$ cat src/design/matt_pkg.sv
// Shared types and codes for the multi-alarm timer table.
// Holds the request and response payload structs and the cell control structs.
// Used by matt_cell and multi_alarm_timer_table_top; depends on nothing.
package matt_pkg;

   // Default table size and the cap on results per wake request.
   localparam int DEFAULT_SLOTS = 16;
   localparam int MAX_RESULTS   = 16;
   localparam int HIT_W         = 5;

   // Operation codes.
   localparam logic [2:0] F_ALLOC   = 3'd0;
   localparam logic [2:0] F_ARM     = 3'd1;
   localparam logic [2:0] F_WAKE    = 3'd2;
   localparam logic [2:0] F_RELEASE = 3'd3;
   localparam logic [2:0] F_DISABLE = 3'd4;

   // Response status codes.
   localparam logic [2:0] ST_OK            = 3'd0;
   localparam logic [2:0] ST_FULL          = 3'd1;
   localparam logic [2:0] ST_NOT_ALLOCATED = 3'd2;
   localparam logic [2:0] ST_FIRED         = 3'd3;
   localparam logic [2:0] ST_NONE_DUE      = 3'd4;

   // Slot modes.
   localparam logic [1:0] MODE_AVAILABLE = 2'd0;
   localparam logic [1:0] MODE_DISABLED  = 2'd1;
   localparam logic [1:0] MODE_ENABLED   = 2'd2;

   typedef struct packed {
      logic [2:0]  func;
      logic [3:0]  alarm_id;
      logic [63:0] delay;
      logic [63:0] now;
   } req_type;

   typedef struct packed {
      logic [2:0] status;
      logic [3:0] slot;
      logic       last;
   } rsp_type;

   // Broadcast commands from the sequencer to every cell of the chain.
   typedef struct packed {
      logic        step;          // token moves one cell down the chain
      logic        start;         // token enters the first cell on a step
      logic        kill;          // token is dropped from the chain
      logic        claim;         // cell holding the token becomes allocated
      logic        arm;           // selected cell takes a new deadline
      logic        rel;           // selected cell is freed
      logic        dis;           // selected cell is disabled
      logic        wrapped;       // new deadline wrapped
      logic [63:0] deadline;
   } ctl_type;

   // Registered request context that every cell uses for its hit test.
   typedef struct packed {
      logic        alloc_scan;    // token looks for a free slot, not a due one
      logic        time_wrapped;  // tick count wrapped at this wake
      logic [63:0] now;
   } scan_type;

endpackage

$ cat src/design/matt_cell.sv
// One alarm slot of the timer table chain: deadline, mode and scan token.
// The token is handed from the previous cell to this one on each scan step.
// Depends on matt_pkg.
module matt_cell (
   input  logic               clock,
   input  logic               reset,
   input  matt_pkg::ctl_type  ctl,
   input  matt_pkg::scan_type scan,
   input  logic               sel,
   input  logic               tok_prev,
   output logic               tok_out,
   output logic               hit,
   output logic               taken
);

   logic [1:0]  mode_ff, mode_in;
   logic        taken_ff, taken_in;
   logic        tok_ff, tok_in;
   logic [63:0] deadline_ff, deadline_in;
   logic        wrap_ff, wrap_in;
   logic        reached;
   logic        no_wrap;
   logic        due;

   // Due test under the three-term wrap rule.
   assign reached = scan.now >= deadline_ff;
   assign no_wrap = !wrap_ff;
   assign due     = (mode_ff == matt_pkg::MODE_ENABLED) &&
                    ((no_wrap && reached) || (scan.time_wrapped && reached) ||
                     (no_wrap && scan.time_wrapped));

   assign hit     = tok_ff && (scan.alloc_scan ? !taken_ff : due);
   assign tok_out = tok_ff;
   assign taken   = taken_ff;

   // Next state of the slot and of the token.
   always_comb begin
      mode_in     = mode_ff;
      taken_in    = taken_ff;
      tok_in      = tok_ff;
      deadline_in = deadline_ff;
      wrap_in     = wrap_ff;
      if (ctl.kill) begin
         tok_in = 1'b0;
      end else if (ctl.step) begin
         tok_in = tok_prev;
      end
      if (ctl.claim && tok_ff) begin
         taken_in    = 1'b1;
         mode_in     = matt_pkg::MODE_DISABLED;
         deadline_in = '0;
         wrap_in     = 1'b0;
      end
      if (sel && ctl.arm) begin
         deadline_in = ctl.deadline;
         wrap_in     = ctl.wrapped;
         mode_in     = matt_pkg::MODE_ENABLED;
      end
      if (sel && ctl.rel) begin
         mode_in  = matt_pkg::MODE_AVAILABLE;
         taken_in = 1'b0;
      end
      if (sel && ctl.dis) begin
         mode_in = matt_pkg::MODE_DISABLED;
      end
   end

   always_ff @(posedge clock) begin
      if (reset) begin
         mode_ff  <= matt_pkg::MODE_AVAILABLE;
         taken_ff <= 1'b0;
         tok_ff   <= 1'b0;
      end else begin
         mode_ff  <= mode_in;
         taken_ff <= taken_in;
         tok_ff   <= tok_in;
      end
   end

   // Deadline storage is only read after an arm has written it.
   always_ff @(posedge clock) begin
      deadline_ff <= deadline_in;
      wrap_ff     <= wrap_in;
   end

endmodule

$ cat src/design/multi_alarm_timer_table_top.sv
// Multi-alarm timer table: a chain of alarm slot cells and its sequencer.
// Depends on matt_pkg and matt_cell.
//
// Requests arrive on req_valid/req_ready/req_data and carry one operation:
// allocate, arm, wake, release or disable. Responses leave on
// rsp_valid/rsp_ready/rsp_data; every request gives one response with last
// set, except wake, which gives one response per fired slot in ascending
// slot order (at most sixteen) with last on the final one, or one none-due response.
// A request is taken whenever no other request is in progress, even while
// the previous response still waits in the output register.
// Arm, release and disable answer from the execute state once the output
// register is free. Allocate and wake walk a token down the slot chain one
// cell per cycle unless the output stalls; allocate stops at the first free
// slot, or answers full at once when every slot is already allocated.
// When the receiver stalls, the walk holds at the next response it needs to
// send and resumes when the output register frees up.
// Synchronous reset frees all slots, clears the allocation count and the
// last wake time, and drops any request in progress.
module multi_alarm_timer_table_top #(
   parameter int ALARM_SLOTS = matt_pkg::DEFAULT_SLOTS
) (
   input  logic              clock,
   input  logic              reset,
   input  logic              req_valid,
   output logic              req_ready,
   input  matt_pkg::req_type req_data,
   output logic              rsp_valid,
   input  logic              rsp_ready,
   output matt_pkg::rsp_type rsp_data
);

   localparam int IDX_W = (ALARM_SLOTS > 1) ? $clog2(ALARM_SLOTS) : 1;
   localparam int CNT_W = $clog2(ALARM_SLOTS + 1);

   localparam logic [1:0] S_IDLE = 2'd0;
   localparam logic [1:0] S_EXEC = 2'd1;
   localparam logic [1:0] S_SCAN = 2'd2;
   localparam logic [1:0] S_DONE = 2'd3;

   logic [1:0]                 state_ff, state_in;
   logic [2:0]                 func_ff, func_in;
   logic [3:0]                 id_ff, id_in;
   logic [63:0]                delay_ff, delay_in;
   logic [63:0]                now_ff, now_in;
   logic [63:0]                prev_now_ff, prev_now_in;
   logic                       twrap_ff, twrap_in;
   logic [CNT_W-1:0]           count_ff, count_in;
   logic [IDX_W-1:0]           idx_ff, idx_in;
   logic [matt_pkg::HIT_W-1:0] hits_ff, hits_in;
   logic                       pend_valid_ff, pend_valid_in;
   logic [3:0]                 pend_slot_ff, pend_slot_in;
   logic                       rsp_valid_ff, rsp_valid_in;
   matt_pkg::rsp_type          rsp_ff, rsp_in;

   matt_pkg::ctl_type          ctl;
   matt_pkg::scan_type         scan;
   logic [ALARM_SLOTS-1:0]     sel_vec;
   logic [ALARM_SLOTS-1:0]     tok_vec;
   logic [ALARM_SLOTS-1:0]     hit_vec;
   logic [ALARM_SLOTS-1:0]     taken_vec;
   logic [64:0]                sum;
   logic                       valid_id;
   logic                       taken_sel;
   logic                       out_free;
   logic                       any_hit;
   logic                       is_last;
   logic                       emit;

   assign req_ready = (state_ff == S_IDLE);
   assign rsp_valid = rsp_valid_ff;
   assign rsp_data  = rsp_ff;

   assign sum       = {1'b0, now_ff} + {1'b0, delay_ff};
   assign valid_id  = 32'(id_ff) < 32'(ALARM_SLOTS);
   assign taken_sel = |(sel_vec & taken_vec);
   assign out_free  = !rsp_valid_ff || rsp_ready;
   assign any_hit   = |hit_vec;
   assign is_last   = idx_ff == IDX_W'(ALARM_SLOTS - 1);

   // Request context seen by every cell for its hit test.
   assign scan = '{alloc_scan:   (func_ff == matt_pkg::F_ALLOC),
                   time_wrapped: twrap_ff,
                   now:          now_ff};

   // Chain of slot cells; the token enters at cell zero.
   for (genvar k = 0; k < ALARM_SLOTS; k++) begin : g_cell
      assign sel_vec[k] = valid_id && (32'(id_ff) == 32'(k));
      matt_cell u_cell (
         .clock    (clock),
         .reset    (reset),
         .ctl      (ctl),
         .scan     (scan),
         .sel      (sel_vec[k]),
         .tok_prev ((k == 0) ? ctl.start : tok_vec[(k == 0) ? 0 : k - 1]),
         .tok_out  (tok_vec[k]),
         .hit      (hit_vec[k]),
         .taken    (taken_vec[k])
      );
   end

   // Sequencer: request capture, direct slot updates and chain walks.
   always_comb begin
      state_in      = state_ff;
      func_in       = func_ff;
      id_in         = id_ff;
      delay_in      = delay_ff;
      now_in        = now_ff;
      prev_now_in   = prev_now_ff;
      twrap_in      = twrap_ff;
      count_in      = count_ff;
      idx_in        = idx_ff;
      hits_in       = hits_ff;
      pend_valid_in = pend_valid_ff;
      pend_slot_in  = pend_slot_ff;
      rsp_in        = rsp_ff;
      emit          = 1'b0;

      ctl              = '0;
      ctl.wrapped      = sum[64];
      ctl.deadline     = sum[63:0];

      unique case (state_ff)
         S_IDLE: begin
            if (req_valid) begin
               func_in  = req_data.func;
               id_in    = req_data.alarm_id;
               delay_in = req_data.delay;
               now_in   = req_data.now;
               state_in = S_EXEC;
            end
         end
         S_EXEC: begin
            idx_in        = '0;
            hits_in       = '0;
            pend_valid_in = 1'b0;
            if (func_ff == matt_pkg::F_ALLOC) begin
               if (count_ff >= CNT_W'(ALARM_SLOTS)) begin
                  if (out_free) begin
                     emit     = 1'b1;
                     rsp_in   = '{status: matt_pkg::ST_FULL, slot: 4'd0, last: 1'b1};
                     state_in = S_IDLE;
                  end
               end else begin
                  ctl.step  = 1'b1;
                  ctl.start = 1'b1;
                  state_in  = S_SCAN;
               end
            end else if (func_ff == matt_pkg::F_WAKE) begin
               twrap_in    = prev_now_ff > now_ff;
               prev_now_in = now_ff;
               ctl.step    = 1'b1;
               ctl.start   = 1'b1;
               state_in    = S_SCAN;
            end else if (out_free) begin
               emit     = 1'b1;
               rsp_in   = '{status: matt_pkg::ST_OK, slot: 4'd0, last: 1'b1};
               state_in = S_IDLE;
               if (func_ff == matt_pkg::F_ARM) begin
                  if (taken_sel) begin
                     ctl.arm = 1'b1;
                  end else begin
                     rsp_in.status = matt_pkg::ST_NOT_ALLOCATED;
                  end
               end else if (func_ff == matt_pkg::F_RELEASE) begin
                  if (taken_sel) begin
                     ctl.rel = 1'b1;
                     if (count_ff != '0) begin
                        count_in = count_ff - CNT_W'(1);
                     end
                  end else begin
                     rsp_in.status = matt_pkg::ST_NOT_ALLOCATED;
                  end
               end else if (func_ff == matt_pkg::F_DISABLE) begin
                  if (taken_sel) begin
                     ctl.dis = 1'b1;
                  end else begin
                     rsp_in.status = matt_pkg::ST_NOT_ALLOCATED;
                  end
               end
            end
         end
         S_SCAN: begin
            if (!any_hit) begin
               ctl.step = 1'b1;
               idx_in   = idx_ff + IDX_W'(1);
               if (is_last) begin
                  state_in = S_DONE;
               end
            end else if (func_ff == matt_pkg::F_ALLOC) begin
               // First free slot found: claim it and answer.
               if (out_free) begin
                  ctl.claim = 1'b1;
                  ctl.kill  = 1'b1;
                  count_in  = count_ff + CNT_W'(1);
                  emit      = 1'b1;
                  rsp_in    = '{status: matt_pkg::ST_OK, slot: 4'(idx_ff), last: 1'b1};
                  state_in  = S_IDLE;
               end
            end else if (!pend_valid_ff || out_free) begin
               // A due slot: send the one held back, hold this one.
               if (pend_valid_ff) begin
                  emit   = 1'b1;
                  rsp_in = '{status: matt_pkg::ST_FIRED, slot: pend_slot_ff, last: 1'b0};
               end
               pend_valid_in = 1'b1;
               pend_slot_in  = 4'(idx_ff);
               hits_in       = hits_ff + matt_pkg::HIT_W'(1);
               if (is_last || hits_ff == matt_pkg::HIT_W'(matt_pkg::MAX_RESULTS - 1)) begin
                  ctl.kill = 1'b1;
                  state_in = S_DONE;
               end else begin
                  ctl.step = 1'b1;
                  idx_in   = idx_ff + IDX_W'(1);
               end
            end
         end
         S_DONE: begin
            if (out_free) begin
               emit     = 1'b1;
               state_in = S_IDLE;
               if (func_ff == matt_pkg::F_ALLOC) begin
                  rsp_in = '{status: matt_pkg::ST_FULL, slot: 4'd0, last: 1'b1};
               end else if (pend_valid_ff) begin
                  rsp_in = '{status: matt_pkg::ST_FIRED, slot: pend_slot_ff, last: 1'b1};
               end else begin
                  rsp_in = '{status: matt_pkg::ST_NONE_DUE, slot: 4'd0, last: 1'b1};
               end
            end
         end
         default: begin
            state_in = S_IDLE;
         end
      endcase

      rsp_valid_in = emit || (rsp_valid_ff && !rsp_ready);
   end

   // Control registers.
   always_ff @(posedge clock) begin
      if (reset) begin
         state_ff      <= S_IDLE;
         prev_now_ff   <= '0;
         count_ff      <= '0;
         pend_valid_ff <= 1'b0;
         rsp_valid_ff  <= 1'b0;
      end else begin
         state_ff      <= state_in;
         prev_now_ff   <= prev_now_in;
         count_ff      <= count_in;
         pend_valid_ff <= pend_valid_in;
         rsp_valid_ff  <= rsp_valid_in;
      end
   end

   // Payload registers.
   always_ff @(posedge clock) begin
      func_ff      <= func_in;
      id_ff        <= id_in;
      delay_ff     <= delay_in;
      now_ff       <= now_in;
      twrap_ff     <= twrap_in;
      idx_ff       <= idx_in;
      hits_ff      <= hits_in;
      pend_slot_ff <= pend_slot_in;
      rsp_ff       <= rsp_in;
   end

   // The token is in exactly one cell while a walk is under way.
   a_token_during_scan: assert property (@(posedge clock) disable iff (reset)
      (state_ff == S_SCAN) |-> $onehot(tok_vec))
      else $error("scan token lost or duplicated");

   // No token is left in the chain outside a walk.
   a_token_idle: assert property (@(posedge clock) disable iff (reset)
      (state_ff != S_SCAN) |-> (tok_vec == '0))
      else $error("stray scan token");

   // The allocation count tracks the allocated cells.
   a_count_matches: assert property (@(posedge clock) disable iff (reset)
      32'($countones(taken_vec)) == 32'(count_ff))
      else $error("allocation count out of step with slots");

   // A held fired slot exists only while a wake walk is running or closing.
   a_pend_in_wake: assert property (@(posedge clock) disable iff (reset)
      pend_valid_ff && (state_ff == S_SCAN || state_ff == S_DONE)
         |-> (func_ff == matt_pkg::F_WAKE))
      else $error("held fired slot outside a wake");

endmodule
$ cat config.mk
export PLATFORM = sky130hd
export DESIGN_NAME = multi_alarm_timer_table_top
export DESIGN_NICKNAME = d
export VERILOG_FILES = /design/src/design/matt_pkg.sv /design/src/design/matt_cell.sv /design/src/design/multi_alarm_timer_table_top.sv
export SDC_FILE = /design/constraint.sdc
export NUM_CORES = 2
export LEC_CHECK = 0
export BUFFER_PORTS_ARGS = -buffer_cell sky130_fd_sc_hd__buf_2
export CAP_MARGIN = 20
export CORE_MARGIN = 4
export CORE_UTILIZATION = 35
export DETAILED_ROUTE_END_ITERATION = 8
export GPL_ROUTABILITY_DRIVEN = 0
export GPL_TIMING_DRIVEN = 0
export PLACE_DENSITY = 0.54
export SKIP_LAST_GASP = 1
export SYNTH_ARGS = -nofsm -noshare
export SYNTH_HDL_FRONTEND = slang
export SYNTH_SLANG_ARGS = --single-unit
$ cat constraint.sdc
create_clock -name clock -period 13.7 [get_ports clock]
set_input_delay 0.685 -clock clock [delete_from_list [all_inputs] [get_ports clock]]
set_output_delay 0.685 -clock clock [all_outputs]
set_load 0.03 [all_outputs]
==> impl_results.md <==
* Run status: finished clean
* Met1 Usage GRT at 0.300
* # placed instances at 10.9k
* Achievable clock frequency at between 0.1 and 0.15 GHz
* Drt initial violations at 5555
* Worst-Margin Slew at 1230 ps
* Critical path data arrival time at 7720 ps
* Worst r2r path cells at 14
* Setup crit start: now_ff[55]
* Worst-path maximum fanout at 34
* Final Max Slew Viols at 0
* Post-synthesis cell type count at 86
* Routed WL at 261000 µm
* Clock transition at path regs at 50 ps
* # rows at 172
* Setup TNS at 0 ps
* Power Density at 114 nW/µm²
* Io pins at 149
* Post-CTS Hold Buffers at 91
* Met3 Usage GRT at 0.0357
* Share of cells above drive strength 1 at 0.0707
* Fin nets at 9464
* Tcrit/Tclk final at 0.525
* CTS Buffer Depth at 3
* Die height at 480 µm
* Worst Skew at 43.8 ps
* Switch Pwr at between 3 and 4 mW
* CP endpoint: g_cell[3].u_cell.deadline_ff[30]
* Synthesized Nets at 8944
* CP required at about 14000 ps
* Max_slew headroom at 0.181
* Syn Std Cell Area at 77800 µm²
* Max VDD drop at 0.000121 V
* Post-route DRC at 0
* Most used DFF post-synth: edfxtp_1
* Logic pwr share at 0.144
* ANT nets after route at 0
* Drt pass-1 iters at 6
* Post-synthesis async set-or-reset flop share at 0
* Total global routing overflow at 0
* Startpoint Class: register
* Clk pwr share at 0.419
* Final std cells w/o fill at between 10k and 15k
* Sequential share of power at 0.436
* Post-CTS sizing at 0
* MaxCap Viol Count at 0
* Clk sinks at 1334
* Switching part of the total at 0.290
* FF-to-FF setup slack at 6500 ps
* Busiest layer in global routing: met2
* Syn_area_per_cell at 10.2 µm²
* Clk root buf: clkbuf_16
* Via density at 5.28
* Post-synth EDFFs at 1197
* Internal cell power at roughly 7.4 mW
* Yosys reg bits at 1334
* Die area at 230000 µm²
* Routed len/inst at ~23 µm
* Total number of vias at 59.5k
* Static leakage at 42.8 nW
* Commonest cells after routing, fill and taps aside: nor2_1, edfxtp_1, inv_1
* Quantity of I/O buffers inserted on ports at 147
* Initial Util at 0.353
* Hpwl dp at approximately 200000 µm
* Synth-to-layout area growth at 17.0%
* Skew-Pair Late Insertion Delay at 830 ps
* Vias in the first global route at 58.0k
* CTS Buf Count at ~160
* Largest net degree at the start of global routing at slightly below 60
* CTS tree: yes
* Die span in x at 480 µm
* RSZ-0062 raised after global routing: no
* Final Util at 0.413
* Crit end category: register
* Most common cell after layout, fill and taps aside: nor2_1
* Seq/Total Area, Yosys at 0.497
* Gr usage total at 0.223
* Placeable Area at approximately 220000 µm²
* R2R Path Start: now_ff[55]
* Synth warnings at 0
* Global-route wire length before repair at 379000 µm
* Setup bufs post-CTS at 0
* Initial antenna violation count at 16
* WS Path Type: reg2reg
* Minimum clock period at 7200 ps
* Fin Hold WS at about 57 ps
* Gate count of the mapped netlist at 7641
* GRT met2 Usage at 0.361
* Final hold violation count at 0
* Worst R2R End: g_cell[3].u_cell.deadline_ff[30]
* CTS HTree Levels at 4
* Final-report setup violation count at 0
* Worst hold path type: in2reg
## cells in the mapped netlist, types with 11 or more instances
| master | number | share of area |
|---|---|---|
| a2111oi_0 | 17 | 0.0019 |
| a211o_1 | 11 | 0.0012 |
| a211oi_1 | 55 | 0.0053 |
| a21o_1 | 143 | 0.014 |
| a21oi_1 | 541 | 0.035 |
| a221oi_1 | 79 | 0.0089 |
| a31oi_1 | 22 | 0.0018 |
| and2_1 | 12 | 0.00096 |
| and3_1 | 19 | 0.0015 |
| and4_1 | 27 | 0.0030 |
| buf_1 | 19 | 0.00092 |
| buf_2 | 21 | 0.0014 |
| clkbuf_1 | 217 | 0.010 |
| dfxtp_1 | 137 | 0.035 |
| edfxtp_1 | 1197 | 0.46 |
| ha_1 | 1162 | 0.19 |
| inv_1 | 1163 | 0.056 |
| mux2i_1 | 24 | 0.0031 |
| nand2_1 | 494 | 0.024 |
| nand2b_1 | 41 | 0.0033 |
| nand3_1 | 105 | 0.0068 |
| nand4_1 | 178 | 0.014 |
| nand4b_1 | 12 | 0.0014 |
| nor2_1 | 1233 | 0.059 |
| nor2b_1 | 44 | 0.0035 |
| nor3_1 | 65 | 0.0042 |
| nor4_1 | 54 | 0.0043 |
| o2111ai_1 | 11 | 0.0012 |
| o211ai_1 | 32 | 0.0031 |
| o21a_1 | 28 | 0.0027 |
| o21ai_0 | 221 | 0.014 |
| o21ai_1 | 11 | 0.00071 |
| o21bai_1 | 17 | 0.0016 |
| xnor2_1 | 36 | 0.0041 |
| xor2_1 | 27 | 0.0030 |
## through the flow
step | power [mW] | cell area (µm²) | setup WS [ps]
6_report | 10.4 | 91100 | 6500
3_5_place_dp | 6.08 | 84800 | 6650
5_1_grt | 10.7 | 91100 | 6470
4_1_cts | 10.5 | 91000 | 6610
3_3_place_gp | 5.98 | 82300 | 2380
2_1_floorplan | 5.34 | 77800 | 8480
## power groups by stage
stage               clock network [mW]  logic, mW  registers (mW)
floorplan                            0      0.741            4.60
global placement                     0       1.26            4.71
detailed placement                   0       1.46            4.62
CTS                               4.42       1.49            4.54
global route                      4.59       1.62            4.53
finish                            4.35       1.50            4.53
## area by class of cell
cell class / count / area, µm²
Inverter: 1163 / 4370
Clock inverter: 87 / 908
Buffer: 263 / 1060
Sequential cell: 1334 / 38700
Clock buffer: 214 / 4400
Timing Repair Buffer: 356 / 4080
Tap cell: 2958 / 3700
Fill cell: 21200 / 129000
Multi-Input combinational cell: 4881 / 33900
Antenna cell: 5 / 12.5
## worst max-delay path, stage by stage, from the launching register on
cell      delay (ps)
edfxtp_1         920
buf_16           230
ha_1             250
a21oi_1          130
o21ai_0          350
a221oi_1         930
o21ai_1          320
nor3_1           310
o22ai_1          280
a311oi_1         610
nand4_2          530
o311ai_2         800
or2_2            300
nand2_4          420
buf_12           400
## flip-flops by register name, indices dropped and copies added (netlist names), 5 cells and up
signal	count
count_ff	5
delay_ff	64
g_cell.u_cell.deadline_ff	1024
g_cell.u_cell.mode_ff	32
g_cell.u_cell.taken	16
g_cell.u_cell.tok_out	16
g_cell.u_cell.wrap_ff	16
hits_ff	5
now_ff	64
prev_now_ff	64
rsp_data	8
## layer usage
layer  vias to the layer above  wire [µm]
met4                        10      11000
met2                      1885     119000
met5                         -        107
li1                      27900          -
met3                       440      17300
met1                     29200     114000
## cells by family after synthesis
| logic type | count (synthesis) | share of synthesized area |
|---|---|---|
| buf+inv | 1426 | 0.0696 |
| simple gates | 2331 | 0.131 |
| fa+ha+maj | 1164 | 0.187 |
| mux | 25 | 0.00323 |
| xor+xnor | 63 | 0.00709 |
| flops | 1334 | 0.497 |
| compound gates | 1298 | 0.105 |
## how the worst min path moves through the flow
| stage | from | endpoint | depth (start not counted) |
|---|---|---|---|
| 2_1_floorplan | prev_now_ff[0] | prev_now_ff[0] | 2 |
| 3_3_place_gp | prev_now_ff[35] | prev_now_ff[35] | 2 |
| 3_5_place_dp | prev_now_ff[42] | prev_now_ff[42] | 2 |
| 4_1_cts | req_data[17] | now_ff[17] | 1 |
| 5_1_grt | req_data[69] | delay_ff[5] | 1 |
| 6_report | req_data[75] | delay_ff[11] | 1 |
No activity file was read; power rests on OpenSTA's default activity.
